`src/design/thx_pkg.sv`:
```
`timescale 1ns / 1ps
package thx_pkg;

  localparam int MAX_SEQ_LEN_DEF   = 4096;
  localparam int ALPHABET_SIZE_DEF = 32;
  localparam int SCORE_WIDTH_DEF   = 16;

  localparam int CODE_W    = 5;
  localparam int TAB_AW    = 2 * CODE_W;
  localparam int TAB_DEPTH = 1 << TAB_AW;
  localparam int IDX_W     = 12;
  localparam int LEN_W     = 13;
  localparam int LV_W      = 16;
  localparam int BEST_W    = 24;
  localparam int XD_W      = 16;
  localparam int TRIG_W    = 16;
  localparam int WL_W      = 4;
  localparam int CFG_W     = 16;
  localparam int CFG_IDX_W = 2;

  localparam logic [1:0] KIND_TABLE   = 2'd0;
  localparam logic [1:0] KIND_QUERY   = 2'd1;
  localparam logic [1:0] KIND_SUBJECT = 2'd2;
  localparam logic [1:0] KIND_EXTEND  = 2'd3;

  localparam logic [CFG_IDX_W-1:0] REG_X_DROP        = 2'd0;
  localparam logic [CFG_IDX_W-1:0] REG_TRIGGER_SCORE = 2'd1;
  localparam logic [CFG_IDX_W-1:0] REG_WORD_LENGTH   = 2'd2;
  localparam logic [CFG_IDX_W-1:0] REG_QUERY_LENGTH  = 2'd3;

  typedef struct packed {
    logic [XD_W-1:0]   x_drop;
    logic [TRIG_W-1:0] trigger_score;
    logic [WL_W-1:0]   word_length;
    logic [LEN_W-1:0]  query_length;
  } cfg_t;

endpackage

```
`src/design/thx_ext.sv`:
```
`timescale 1ns / 1ps
module thx_ext #(
  parameter int MAX_SEQ_LEN   = 4096,
  parameter int ALPHABET_SIZE = 32,
  parameter int SCORE_WIDTH   = 16
) (
  input  logic                                   clk_i,
  input  logic                                   rst_ni,
  input  thx_pkg::cfg_t                          cfg_i,
  input  logic                                   start_i,
  input  logic [thx_pkg::IDX_W-1:0]              first_hit_subject_i,
  input  logic [thx_pkg::IDX_W-1:0]              second_hit_subject_i,
  input  logic [thx_pkg::IDX_W-1:0]              second_hit_query_i,
  input  logic [thx_pkg::LEN_W-1:0]              subject_length_i,
  output logic                                   busy_o,
  output logic [$clog2(MAX_SEQ_LEN)-1:0]         qaddr_o,
  output logic [$clog2(MAX_SEQ_LEN)-1:0]         saddr_o,
  output logic [thx_pkg::TAB_AW-1:0]             taddr_o,
  input  logic [thx_pkg::CODE_W-1:0]             qdata_i,
  input  logic [thx_pkg::CODE_W-1:0]             sdata_i,
  input  logic [SCORE_WIDTH-1:0]                 tdata_i,
  output logic                                   out_valid_o,
  input  logic                                   out_stall_i,
  output logic [thx_pkg::BEST_W-1:0]             best_score_o,
  output logic [thx_pkg::LEN_W-1:0]              query_start_o,
  output logic [thx_pkg::LEN_W-1:0]              subject_start_o,
  output logic [thx_pkg::LEN_W-1:0]              hsp_length_o,
  output logic [thx_pkg::LEN_W-1:0]              subject_end_reached_o,
  output logic                                   right_extended_o,
  output logic                                   passes_trigger_o
);
  import thx_pkg::*;

  localparam int AW    = $clog2(MAX_SEQ_LEN);
  localparam int PW    = ((AW > IDX_W) ? AW : IDX_W) + 2;
  localparam int ACC_W = SCORE_WIDTH + PW + 1;

  localparam logic [2:0] S_IDLE = 3'd0;
  localparam logic [2:0] S_RD   = 3'd1;
  localparam logic [2:0] S_TB   = 3'd2;
  localparam logic [2:0] S_AC   = 3'd3;
  localparam logic [2:0] S_LST  = 3'd4;
  localparam logic [2:0] S_RST  = 3'd5;
  localparam logic [2:0] S_FIN  = 3'd6;

  localparam logic [1:0] P_WORD  = 2'd0;
  localparam logic [1:0] P_LEFT  = 2'd1;
  localparam logic [1:0] P_RIGHT = 2'd2;

  localparam logic signed [PW-1:0]    MAXP   = PW'(MAX_SEQ_LEN);
  localparam logic signed [ACC_W-1:0] SAT24  = ACC_W'((1 << BEST_W) - 1);
  localparam logic [CODE_W:0]         ALPH_C = (CODE_W + 1)'(ALPHABET_SIZE);

  logic [2:0] st_q, st_d;
  logic [1:0] ph_q, ph_d;
  logic signed [PW-1:0] qh_q, qh_d, sh_q, sh_d, fh_q, fh_d, slen_q, slen_d, qlen_q, qlen_d;
  logic signed [PW-1:0] qr_q, qr_d, sr_q, sr_d, qp_q, qp_d, sp_q, sp_d, nr_q, nr_d;
  logic signed [PW-1:0] cnt_q, cnt_d, llen_q, llen_d, rlen_q, rlen_d, last_q, last_d;
  logic [WL_W-1:0] shift_q, shift_d;
  logic signed [ACC_W-1:0] sc_q, sc_d, mx_q, mx_d;
  logic [1:0] oob_q, oob_d;
  logic z_q, z_d, ran_q, ran_d;
  logic out_valid_q, out_valid_d;
  logic [BEST_W-1:0] best_q, best_d;
  logic [LEN_W-1:0] qs_q, qs_d, ss_q, ss_d, hl_q, hl_d, se_q, se_d;
  logic re_q, re_d, pt_q, pt_d;

  logic [CODE_W-1:0] qc, scd;
  logic signed [ACC_W-1:0] ps, sc_n, mx_n, xd_s;
  logic imp, drop;
  logic signed [PW-1:0] qr_n, sr_n, dq, ds, slen_in, qlen_in;

  assign qc      = oob_q[0] ? '0 : qdata_i;
  assign scd     = oob_q[1] ? '0 : sdata_i;
  assign taddr_o = {qc, scd};
  assign qaddr_o = qp_q[AW-1:0];
  assign saddr_o = sp_q[AW-1:0];
  assign busy_o  = (st_q != S_IDLE);

  assign ps   = z_q ? '0 : ACC_W'($signed(tdata_i));
  assign sc_n = sc_q + ps;
  assign imp  = (sc_n > mx_q);
  assign mx_n = imp ? sc_n : mx_q;
  assign xd_s = $signed(ACC_W'(cfg_i.x_drop));
  assign drop = ((mx_n - sc_n) >= xd_s);
  assign qr_n = qh_q + $signed(PW'(shift_q));
  assign sr_n = sh_q + $signed(PW'(shift_q));
  assign dq   = qlen_q - qr_q;
  assign ds   = slen_q - sr_q;
  assign slen_in = ($signed(PW'(subject_length_i)) > MAXP) ? MAXP
                                                           : $signed(PW'(subject_length_i));
  assign qlen_in = ($signed(PW'(cfg_i.query_length)) > MAXP) ? MAXP
                                                             : $signed(PW'(cfg_i.query_length));

  always_comb begin
    st_d = st_q; ph_d = ph_q;
    qh_d = qh_q; sh_d = sh_q; fh_d = fh_q; slen_d = slen_q; qlen_d = qlen_q;
    qr_d = qr_q; sr_d = sr_q; qp_d = qp_q; sp_d = sp_q; nr_d = nr_q;
    cnt_d = cnt_q; llen_d = llen_q; rlen_d = rlen_q; last_d = last_q;
    shift_d = shift_q; sc_d = sc_q; mx_d = mx_q;
    oob_d = oob_q; z_d = z_q; ran_d = ran_q;
    out_valid_d = out_valid_q && out_stall_i;
    best_d = best_q; qs_d = qs_q; ss_d = ss_q; hl_d = hl_q; se_d = se_q;
    re_d = re_q; pt_d = pt_q;
    case (st_q)
      S_IDLE: begin
        if (start_i) begin
          qh_d    = $signed(PW'(second_hit_query_i));
          sh_d    = $signed(PW'(second_hit_subject_i));
          fh_d    = $signed(PW'(first_hit_subject_i));
          slen_d  = slen_in;
          qlen_d  = qlen_in;
          qp_d    = $signed(PW'(second_hit_query_i));
          sp_d    = $signed(PW'(second_hit_subject_i));
          sc_d    = '0;
          mx_d    = '0;
          cnt_d   = '0;
          shift_d = '0;
          ph_d    = P_WORD;
          st_d    = (cfg_i.word_length == '0) ? S_LST : S_RD;
        end
      end
      S_RD: begin
        oob_d = {(sp_q < 0) || (sp_q >= MAXP), (qp_q < 0) || (qp_q >= MAXP)};
        st_d  = S_TB;
      end
      S_TB: begin
        z_d  = ({1'b0, qc} >= ALPH_C) || ({1'b0, scd} >= ALPH_C);
        st_d = S_AC;
      end
      S_AC: begin
        sc_d = sc_n;
        mx_d = mx_n;
        case (ph_q)
          P_WORD: begin
            if (imp) begin
              shift_d = WL_W'(cnt_q + 1);
            end
            cnt_d = PW'(cnt_q + 1);
            qp_d  = PW'(qp_q + 1);
            sp_d  = PW'(sp_q + 1);
            st_d  = ((cnt_q + 1) >= $signed(PW'(cfg_i.word_length))) ? S_LST : S_RD;
          end
          P_LEFT: begin
            if (imp) begin
              llen_d = PW'(cnt_q + 1);
            end
            cnt_d = PW'(cnt_q + 1);
            qp_d  = PW'(qp_q - 1);
            sp_d  = PW'(sp_q - 1);
            st_d  = (drop || qp_q == 0 || sp_q == 0) ? S_RST : S_RD;
          end
          default: begin
            if (imp) begin
              rlen_d = PW'(cnt_q + 1);
            end
            if (sc_n <= 0 || drop) begin
              last_d = sp_q;
              st_d   = S_FIN;
            end else if ((cnt_q + 1) >= nr_q) begin
              last_d = PW'(sp_q + 1);
              st_d   = S_FIN;
            end else begin
              cnt_d = PW'(cnt_q + 1);
              qp_d  = PW'(qp_q + 1);
              sp_d  = PW'(sp_q + 1);
              st_d  = S_RD;
            end
          end
        endcase
      end
      S_LST: begin
        qr_d   = qr_n;
        sr_d   = sr_n;
        qp_d   = PW'(qr_n - 1);
        sp_d   = PW'(sr_n - 1);
        sc_d   = '0;
        mx_d   = '0;
        llen_d = '0;
        cnt_d  = '0;
        ph_d   = P_LEFT;
        st_d   = (qr_n == 0 || sr_n == 0) ? S_RST : S_RD;
      end
      S_RST: begin
        rlen_d = '0;
        last_d = sr_q;
        if (llen_q >= (sr_q - fh_q)) begin
          ran_d = 1'b1;
          nr_d  = (ds < dq) ? ds : dq;
          cnt_d = '0;
          sc_d  = mx_q;
          qp_d  = qr_q;
          sp_d  = sr_q;
          ph_d  = P_RIGHT;
          st_d  = (((ds < dq) ? ds : dq) <= 0) ? S_FIN : S_RD;
        end else begin
          ran_d = 1'b0;
          st_d  = S_FIN;
        end
      end
      S_FIN: begin
        if (!out_valid_q || !out_stall_i) begin
          out_valid_d = 1'b1;
          best_d = (mx_q > SAT24) ? SAT24[BEST_W-1:0] : mx_q[BEST_W-1:0];
          pt_d   = (mx_q >= $signed(ACC_W'(cfg_i.trigger_score)));
          qs_d   = LEN_W'(qr_q - llen_q);
          ss_d   = LEN_W'(sr_q - llen_q);
          hl_d   = LEN_W'(llen_q + rlen_q);
          se_d   = LEN_W'(last_q);
          re_d   = ran_q;
          st_d   = S_IDLE;
        end
      end
      default: begin
        st_d = S_IDLE;
      end
    endcase
  end

  always_ff @(posedge clk_i or negedge rst_ni) begin
    if (!rst_ni) begin
      st_q        <= S_IDLE;
      ph_q        <= P_WORD;
      out_valid_q <= 1'b0;
    end else begin
      st_q        <= st_d;
      ph_q        <= ph_d;
      out_valid_q <= out_valid_d;
    end
  end

  always_ff @(posedge clk_i) begin
    qh_q <= qh_d; sh_q <= sh_d; fh_q <= fh_d; slen_q <= slen_d; qlen_q <= qlen_d;
    qr_q <= qr_d; sr_q <= sr_d; qp_q <= qp_d; sp_q <= sp_d; nr_q <= nr_d;
    cnt_q <= cnt_d; llen_q <= llen_d; rlen_q <= rlen_d; last_q <= last_d;
    shift_q <= shift_d; sc_q <= sc_d; mx_q <= mx_d;
    oob_q <= oob_d; z_q <= z_d; ran_q <= ran_d;
    best_q <= best_d; qs_q <= qs_d; ss_q <= ss_d; hl_q <= hl_d; se_q <= se_d;
    re_q <= re_d; pt_q <= pt_d;
  end

  assign out_valid_o           = out_valid_q;
  assign best_score_o          = best_q;
  assign query_start_o         = qs_q;
  assign subject_start_o       = ss_q;
  assign hsp_length_o          = hl_q;
  assign subject_end_reached_o = se_q;
  assign right_extended_o      = re_q;
  assign passes_trigger_o      = pt_q;

`ifndef ASSERT_OFF
  a_start_busy: assert property (@(posedge clk_i) disable iff (!rst_ni)
    (st_q == S_IDLE && start_i) |=> busy_o)
    else $error("extension did not start");

  a_best_nonneg: assert property (@(posedge clk_i) disable iff (!rst_ni)
    (st_q == S_FIN) |-> (mx_q >= 0))
    else $error("best score negative");

  a_left_only_span: assert property (@(posedge clk_i) disable iff (!rst_ni)
    (out_valid_o && !right_extended_o) |->
      (LEN_W'(subject_start_o + hsp_length_o) == subject_end_reached_o))
    else $error("left-only result inconsistent");

  a_fin_hold: assert property (@(posedge clk_i) disable iff (!rst_ni)
    (st_q == S_FIN && out_valid_o && out_stall_i) |=> (st_q == S_FIN))
    else $error("result dropped while output stalled");
`endif

endmodule

```
`config.mk`:
```
export PLATFORM = sky130hd
export DESIGN_NAME = thx_ext
export DESIGN_NICKNAME = d
export VERILOG_FILES = /design/src/design/thx_pkg.sv /design/src/design/thx_ext.sv
export SDC_FILE = /design/constraint.sdc
export NUM_CORES = 1
export LEC_CHECK = 0
export BUFFER_PORTS_ARGS = -buffer_cell sky130_fd_sc_hd__buf_4
export CORE_MARGIN = 4
export CORE_UTILIZATION = 40
export CTS_CLUSTER_DIAMETER = 60
export CTS_CLUSTER_SIZE = 28
export DETAILED_ROUTE_END_ITERATION = 10
export PLACE_DENSITY_LB_ADDON = 0.3
export SLEW_MARGIN = 20
export SYNTH_ARGS = -nofsm -noshare
export SYNTH_HDL_FRONTEND = slang
export SYNTH_SLANG_ARGS = --single-unit
```
`constraint.sdc`:
```
create_clock -name clk_i -period 28.5 [get_ports clk_i]
set_input_delay 1.425 -clock clk_i [delete_from_list [all_inputs] [get_ports clk_i]]
set_output_delay 1.425 -clock clk_i [all_outputs]
set_load 0.01 [all_outputs]
```
==> out/metrics.json, run 1 <==
{
  "clock_network": {
    "cts_buffers": 35,
    "clockBufferDepth": 3,
    "post_cts_setup_inserts": 0,
    "reg_clk_slew_reported_paths_ns": 0.08,
    "cts_sinks": 337,
    "tritoncts": "built",
    "ctsHtreeMaxLevel": 2,
    "worstSkewPairLatency_ns": 0.58,
    "cts.repair.resized": 0,
    "postCtsHoldBufs": 0,
    "root_buffer": "sky130_fd_sc_hd__clkbuf_16"
  },
  "cells_and_area": {
    "antenna_cells": 0,
    "finish.net_count": 3147,
    "n_fill_cell": 5644,
    "layout.cells.non_filler": 3548,
    "final_layout_size_suffix_gt1_share_pct": 13.96,
    "area_growth_pct": 15.19
  },
  "grt": {
    "grt_first_pass_wirelength_mm": 111.5,
    "grt_pass1_vias": 19550,
    "grt.overflow.total": 0,
    "initial_antenna_violation_count": 7,
    "maximum_number_of_pins_on_one_net_before_global_route_repair": 79,
    "grt_util_all_layers_pct": 21.42
  },
  "setup_path": {
    "critPathBufInv": 2,
    "endpoint_kind": "register",
    "crit_slowest_cell": "sky130_fd_sc_hd__and2_1",
    "worstPathRequired_ns": 28.71,
    "critical-path-max-stage-delay_ns": 0.59,
    "worst_ep_arrival_ns": 12.10,
    "path_common_cell": "sky130_fd_sc_hd__a21o_1",
    "startpoint_class_of_the_critical_path": "primary input",
    "class_of_the_most_critical_setup_path": "primary input to register",
    "critPathMaxFanout": 64,
    "kind_of_cell_with_the_highest_combined_delay_on_the_critical_path": "compound AO/OA/AOI/OAI gates"
  },
  "placement": {
    "routabilityCongestion": 0.9130,
    "detailedPlacementHpwl_mm": 57.30,
    "place_worst_setup_slack_ns": 16.19,
    "number_of_placed_cells_counting_well_taps": 3484,
    "portBuffers": 241
  },
  "routing": {
    "detail_route.first_pass.iterations": 6,
    "routed-via-count": 19920,
    "dr.first_iter.drc_count": 1590,
    "via_density_per_instance": 5.614,
    "drc": 0,
    "wl_mm": 72.89,
    "post_detailed_route_wirelength_per_cell_um": 20.54,
    "postRouteAntennaNets": 0
  },
  "floorplan": {
    "core-area_um2": 60700,
    "num_io_pins": 242,
    "die-height_um": 256.5,
    "die_x_um": 256.5,
    "dieArea_um2": 65770,
    "start_util_pct": 40.68,
    "rows": 90
  },
  "synth": {
    "ys_async_rst_share_pct": 1.780,
    "synth.avg_cell_area_um2": 9.729,
    "seq_area_frac_synth_pct": 40.86,
    "syn-cell-area_um2": 24690,
    "netlist_instances": 2538,
    "synth-edff-count": 331,
    "ys_types": 88,
    "synth.yosys.warnings": 0,
    "synthesis.nets": 2946,
    "synth_ff_type": "sky130_fd_sc_hd__edfxtp_1",
    "ys_seq_elements": 337
  },
  "sta": {
    "timing.setup.tns_ns": 0,
    "hold_viol_final": 0,
    "setup_ws_ns": 16.62,
    "grt_setup_unrepaired": "no",
    "transition_time_at_the_pin_with_the_least_slew_margin_ns": 0.9929,
    "finalClockSkew_ns": 0.02730,
    "slew_viol_final": 0,
    "slew_headroom_pct": 33.81,
    "period_minus_slack_ns": 11.88,
    "achievable-frequency_ghz": 0.08414,
    "timing.final.crit_share_pct": 41.70,
    "setup_viol_count_final": 0
  },
  "hold_path": {
    "holdCritPathClass": "register to register"
  },
  "run": {
    "drv_cap": 0
  },
  "outcome": {
    "outcome": "finished clean"
  }
}
-- per-stage QoR --
step / hold WS (ns) / util [%] / cell area [µm²]
finish: 0.4232 / 46.86 / 28440
CTS: 0.4235 / 46.84 / 28430
floorplan: 0.4003 / - / 24690
global placement: 0.4046 / 44.79 / 27180
global route: 0.4338 / 46.86 / 28440
detailed placement: 0.4070 / 44.79 / 27180
-- worst register-to-register path, delay by kind of cell (launching register included) --
| family | cells | cell delay, ns |
|---|---|---|
| buf+inv | 1 | 0.53 |
| xor+xnor | 1 | 0.18 |
| fa+ha+maj | 4 | 1.43 |
| flops | 1 | 0.39 |
| compound gates | 20 | 4.57 |
| simple gates | 13 | 3.84 |
-- layout by cell type, fill, tap and decap left out, types with 30 or more instances in the layout --
cell type,n
sky130_fd_sc_hd__nor2b_1,62
sky130_fd_sc_hd__nor3_1,30
sky130_fd_sc_hd__nor2_1,169
sky130_fd_sc_hd__nand3_1,44
sky130_fd_sc_hd__xnor2_1,121
sky130_fd_sc_hd__a21o_1,63
sky130_fd_sc_hd__o22ai_1,33
sky130_fd_sc_hd__clkbuf_16,35
sky130_fd_sc_hd__nand2_1,152
sky130_fd_sc_hd__nand2b_1,35
sky130_fd_sc_hd__a21oi_1,166
sky130_fd_sc_hd__and2_1,51
sky130_fd_sc_hd__nand4_1,37
sky130_fd_sc_hd__and3_1,31
sky130_fd_sc_hd__buf_4,260
sky130_fd_sc_hd__ha_1,269
sky130_fd_sc_hd__xor2_1,64
sky130_fd_sc_hd__o21ai_0,151
sky130_fd_sc_hd__inv_1,266
sky130_fd_sc_hd__edfxtp_1,331
sky130_fd_sc_hd__or2_2,31
-- cells by family after synthesis --
kind of cell / after synthesis / share of synthesized area, %
fa+ha+maj: 280 / 14.52
buf+inv: 367 / 6.010
flops: 337 / 40.86
mux: 14 / 0.5878
compound gates: 638 / 16.55
simple gates: 717 / 14.90
xor+xnor: 185 / 6.562
-- cell usage after synthesis (8+ instances only) --
master,instances,area share (%)
sky130_fd_sc_hd__a211o_1,9,0.32
sky130_fd_sc_hd__a211oi_1,18,0.55
sky130_fd_sc_hd__a21boi_0,12,0.36
sky130_fd_sc_hd__a21o_1,63,1.9
sky130_fd_sc_hd__a21oi_1,166,3.4
sky130_fd_sc_hd__a222oi_1,8,0.32
sky130_fd_sc_hd__a31oi_1,23,0.58
sky130_fd_sc_hd__and2_1,51,1.3
sky130_fd_sc_hd__and3_1,31,0.79
sky130_fd_sc_hd__buf_4,25,0.76
sky130_fd_sc_hd__clkbuf_1,61,0.93
sky130_fd_sc_hd__edfxtp_1,331,40
sky130_fd_sc_hd__fa_1,11,0.89
sky130_fd_sc_hd__ha_1,269,14
sky130_fd_sc_hd__inv_1,267,4.1
sky130_fd_sc_hd__mux2i_1,10,0.41
sky130_fd_sc_hd__nand2_1,153,2.3
sky130_fd_sc_hd__nand2b_1,35,0.89
sky130_fd_sc_hd__nand3_1,44,0.89
sky130_fd_sc_hd__nand4_1,37,0.94
sky130_fd_sc_hd__nor2_1,171,2.6
sky130_fd_sc_hd__nor2b_1,62,1.6
sky130_fd_sc_hd__nor3_1,30,0.61
sky130_fd_sc_hd__nor4_1,17,0.43
sky130_fd_sc_hd__o211ai_1,22,0.67
sky130_fd_sc_hd__o21a_1,23,0.70
sky130_fd_sc_hd__o21ai_0,151,3.1
sky130_fd_sc_hd__o21ai_1,14,0.28
sky130_fd_sc_hd__o21bai_1,17,0.52
sky130_fd_sc_hd__o22ai_1,33,0.84
sky130_fd_sc_hd__o31ai_1,11,0.33
sky130_fd_sc_hd__or2_2,31,0.79
sky130_fd_sc_hd__or3_1,11,0.28
sky130_fd_sc_hd__or4_1,10,0.30
sky130_fd_sc_hd__xnor2_1,121,4.3
sky130_fd_sc_hd__xor2_1,64,2.3
-- final timing paths --
path / end / cells after the start / start / slack, ns
worst max-delay path: cnt_q[1] / 40 / tdata_i[3] / 16.62
worst min-delay path: subject_end_reached_o[5] / 0 / last_q[5] / 0.42
worst max register to register: cnt_q[1] / 39 / sc_q[3] / 17.18
worst min register to register: subject_end_reached_o[5] / 0 / last_q[5] / 0.42
max in group asynchronous: out_valid_o / 1 / rst_ni / 27.70
min in group asynchronous: st_q[2] / 1 / rst_ni / 0.66
-- state kept, by name, summed over array words and instances, names as in the netlist, 14 cells and up --
name          cells
sc_q             31
nr_q             14
cnt_q            14
mx_q             31
sp_q             14
llen_q           14
best_score_o     24
qp_q             14
-- routing by layer --
metal | vias up | global-route usage (%) | share of wire [%] | wire (µm)
met5 | - | 0 | 0.095 | 69
met4 | 10 | 8.001 | 4.2 | 3042
met3 | 140 | 3.404 | 6.3 | 4576
met2 | 653 | 34.69 | 45 | 33110
met1 | 9555 | 29.10 | 44 | 32090
li1 | 9560 | - | - | -
-- layout make-up --
class,count,area [µm²],share of cell area [%]
multi-input cells,1834,13150,46.23
inverters,270,1013,3.563
flip-flops and latches,337,10090,35.48
repair buffers,261,1963,6.902
clock buffers,37,883.3,3.106
clock inverters,27,365.4,1.285
well taps,782,978.4,3.440
Power of run 1 is not shown: default switching activity piles up to over one toggle a cycle in this logic, so the estimate is an artifact.
==> run 2, diff against run 1 <==
Clock period 28.5 ns to 11.8 ns, I/O delays scaled along.
==> run 2 against run 1 <==
Compared with the run above: first-iteration DRC count up 9.3%; clock-buffer cell count stayed put; clock skew up 0.0035 ns; die area stayed put; hold slack got worse by 0.23 ns; non-clock buffer count is 2 higher; via count is 1.0% lower; global-route usage decreased by 0.35 points; design area barely moved; critical path type is now register to register; largest cell class unchanged.
==> out/metrics.json, run 2 (synthesis results as in run 1) <==
{
  "grt": {
    "grt_pass1_vias": {"value": 19370, "change": "-0.92%"},
    "maximum_number_of_pins_on_one_net_before_global_route_repair": {"value": 79, "change": "unchanged"},
    "grt_first_pass_wirelength": {"value": 109.5, "unit": "mm", "change": "-1.8%"},
    "initial_antenna_violation_count": {"value": 1, "change": "-6"},
    "grt.overflow.total": {"value": 0, "change": "unchanged"},
    "grt_util_all_layers": {"value": 21.07, "unit": "%", "change": "-0.35 points"}
  },
  "clock_network": {
    "post_cts_setup_inserts": {"value": 0, "change": "unchanged"},
    "clockBufferDepth": {"value": 3, "change": "unchanged"},
    "reg_clk_slew_reported_paths": {"value": 0.08, "unit": "ns", "change": "about the same"},
    "ctsHtreeMaxLevel": {"value": 2, "change": "unchanged"},
    "cts_buffers": {"value": 36, "change": "+2.9%"},
    "worstSkewPairLatency": {"value": 0.58, "unit": "ns", "change": "about the same"},
    "root_buffer": "sky130_fd_sc_hd__clkbuf_16",
    "tritoncts": "built",
    "cts_sinks": {"value": 337, "change": "unchanged"},
    "cts.repair.resized": {"value": 0, "change": "unchanged"}
  },
  "placement": {
    "detailedPlacementHpwl": {"value": 56.77, "unit": "mm", "change": "-0.92%"},
    "portBuffers": {"value": 241, "change": "unchanged"},
    "routabilityCongestion": {"value": 0.9339, "change": "+2.3%"}
  },
  "routing": {
    "via_density_per_instance": {"value": 5.549, "change": "-1.1%"},
    "postRouteAntennaNets": {"value": 0, "change": "unchanged"},
    "detail_route.first_pass.iterations": {"value": 6, "change": "unchanged"},
    "routed-via-count": {"value": 19720, "change": "-1.0%"},
    "dr.first_iter.drc_count": {"value": 1738, "change": "+9.3%"},
    "wl": {"value": 72.09, "unit": "mm", "change": "-1.1%"},
    "post_detailed_route_wirelength_per_cell": {"value": 20.29, "unit": "µm", "change": "-1.2%"},
    "drc": {"value": 0, "change": "unchanged"}
  },
  "setup_path": {
    "kind_of_cell_with_the_highest_combined_delay_on_the_critical_path": "compound AO/OA/AOI/OAI gates",
    "worst_reg2reg_path_depth": {"value": 42, "change": "+7.7%"},
    "worst_ep_arrival": {"value": 10.62, "unit": "ns", "change": "-1.48 ns"},
    "critPathMaxFanout": {"value": 18, "change": "-72%"},
    "path_depth": {"value": 42, "change": "+5.0%"},
    "worstPathRequired": {"value": 12.01, "unit": "ns", "change": "-16.70 ns"},
    "endpoint_kind": "register",
    "crit_slowest_cell": "sky130_fd_sc_hd__and2_1",
    "path_common_cell": "sky130_fd_sc_hd__a21o_1",
    "critPathBufInv": {"value": 3, "change": "+1"},
    "startpoint_class_of_the_critical_path": "register",
    "critical-path-max-stage-delay": {"value": 0.56, "unit": "ns", "change": "-0.03 ns"},
    "class_of_the_most_critical_setup_path": "register to register"
  },
  "sta": {
    "slew_headroom": {"value": 32.26, "unit": "%", "change": "-1.5 points"},
    "grt_setup_unrepaired": "no",
    "slew_viol_final": {"value": 0, "change": "unchanged"},
    "timing.final.crit_share_pct": 88.20,
    "setup_viol_count_final": {"value": 0, "change": "unchanged"},
    "achievable-frequency_ghz": 0.09609,
    "period_minus_slack_ns": 10.41,
    "timing.setup.tns": {"value": 0, "unit": "ns", "change": "unchanged"},
    "transition_time_at_the_pin_with_the_least_slew_margin": {"value": 1.016, "unit": "ns", "change": "+0.02320 ns"},
    "hold_viol_final": {"value": 0, "change": "unchanged"},
    "finalClockSkew": {"value": 0.03083, "unit": "ns", "change": "+0.003531 ns"}
  },
  "floorplan": {
    "core-area": {"value": 60700, "unit": "µm²", "change": "unchanged"},
    "start_util": {"value": 40.68, "unit": "%", "change": "unchanged"},
    "die-height": {"value": 256.5, "unit": "µm", "change": "unchanged"},
    "dieArea": {"value": 65770, "unit": "µm²", "change": "unchanged"},
    "die_x": {"value": 256.5, "unit": "µm", "change": "unchanged"},
    "rows": {"value": 90, "change": "unchanged"},
    "num_io_pins": {"value": 242, "change": "unchanged"}
  },
  "hold_path": {
    "worstHoldPathCells": {"value": 1, "change": "+1"},
    "holdCritPathClass": "primary input to register"
  },
  "cells_and_area": {
    "mostFrequentLayoutCell": "sky130_fd_sc_hd__edfxtp_1",
    "final_layout_size_suffix_gt1_share": {"value": 14.04, "unit": "%", "change": "+0.088 points"},
    "finish.net_count": {"value": 3150, "change": "+0.095%"},
    "register_area": {"value": 10090, "unit": "µm²", "change": "unchanged"},
    "multiInputGateArea": {"value": 13150, "unit": "µm²", "change": "unchanged"},
    "area_growth": {"value": 15.26, "unit": "%", "change": "about the same"},
    "leading_cell_types_in_the_layout_fill_and_taps_excluded": "sky130_fd_sc_hd__edfxtp_1, sky130_fd_sc_hd__ha_1, sky130_fd_sc_hd__inv_1, sky130_fd_sc_hd__buf_4, sky130_fd_sc_hd__nor2_1",
    "n_fill_cell": {"value": 5661, "change": "+0.30%"}
  },
  "run": {
    "drv_cap": {"value": 0, "change": "unchanged"}
  },
  "outcome": {
    "outcome": "finished clean"
  }
}
## run 2: timing repair
action / in CTS / in global routing
endpoints found under the setup margin: 0 / 0
hold buffers: 1 / 0
endpoints found under the hold margin: 6 / 0
## run 2: path summary, 6_finish.rpt
| kind | to | start | slack (ns) |
|---|---|---|---|
| min in group asynchronous | st_q[2] | rst_ni | 0.34 |
| max in group asynchronous | out_valid_o | rst_ni | 11.31 |
| min reg2reg | subject_end_reached_o[3] | last_q[3] | 0.42 |
| min | fh_q[11] | first_hit_subject_i[11] | 0.20 |
| max | cnt_q[0] | sc_q[3] | 1.39 |
| max reg2reg | cnt_q[0] | sc_q[3] | 1.39 |
## run 2: through the flow
stage / std cells / cell area (µm²) / worst slack, ns / util (%) / hold slack (ns)
2_1_floorplan: 2538 / 24690 / 1.632 / - / 0.2944
3_3_place_gp: 3485 / 27190 / 1.344 / 44.80 / 0.4050
3_5_place_dp: 3485 / 27190 / 1.083 / 44.80 / 0.4061
4_1_cts: 3552 / 28450 / 1.413 / 46.87 / 0.1630
5_1_grt: 3552 / 28460 / 0.7438 / 46.89 / 0.1605
6_report: 3553 / 28460 / 1.393 / 46.89 / 0.1975
## run 2: metal layers
layer  vias to the layer above  track usage [%]  routed length (µm)
met4                         2            7.562                2752
met5                         -                0                  20
met3                       118            3.365                4531
li1                       9564                -                   -
met2                       633            34.19               32780
met1                      9400            28.68               32000
## run 2: area by class of cell
type,instances,share of cell area [%]
timing repair buffer,263,6.959
inverter,270,3.561
tap,782,3.438
antenna,1,0.008793
multi-input combinational,1834,46.20
sequential,337,35.45
clock buffer,37,3.179
clock inverter,29,1.205
Power of run 2 is left out for the same reason.
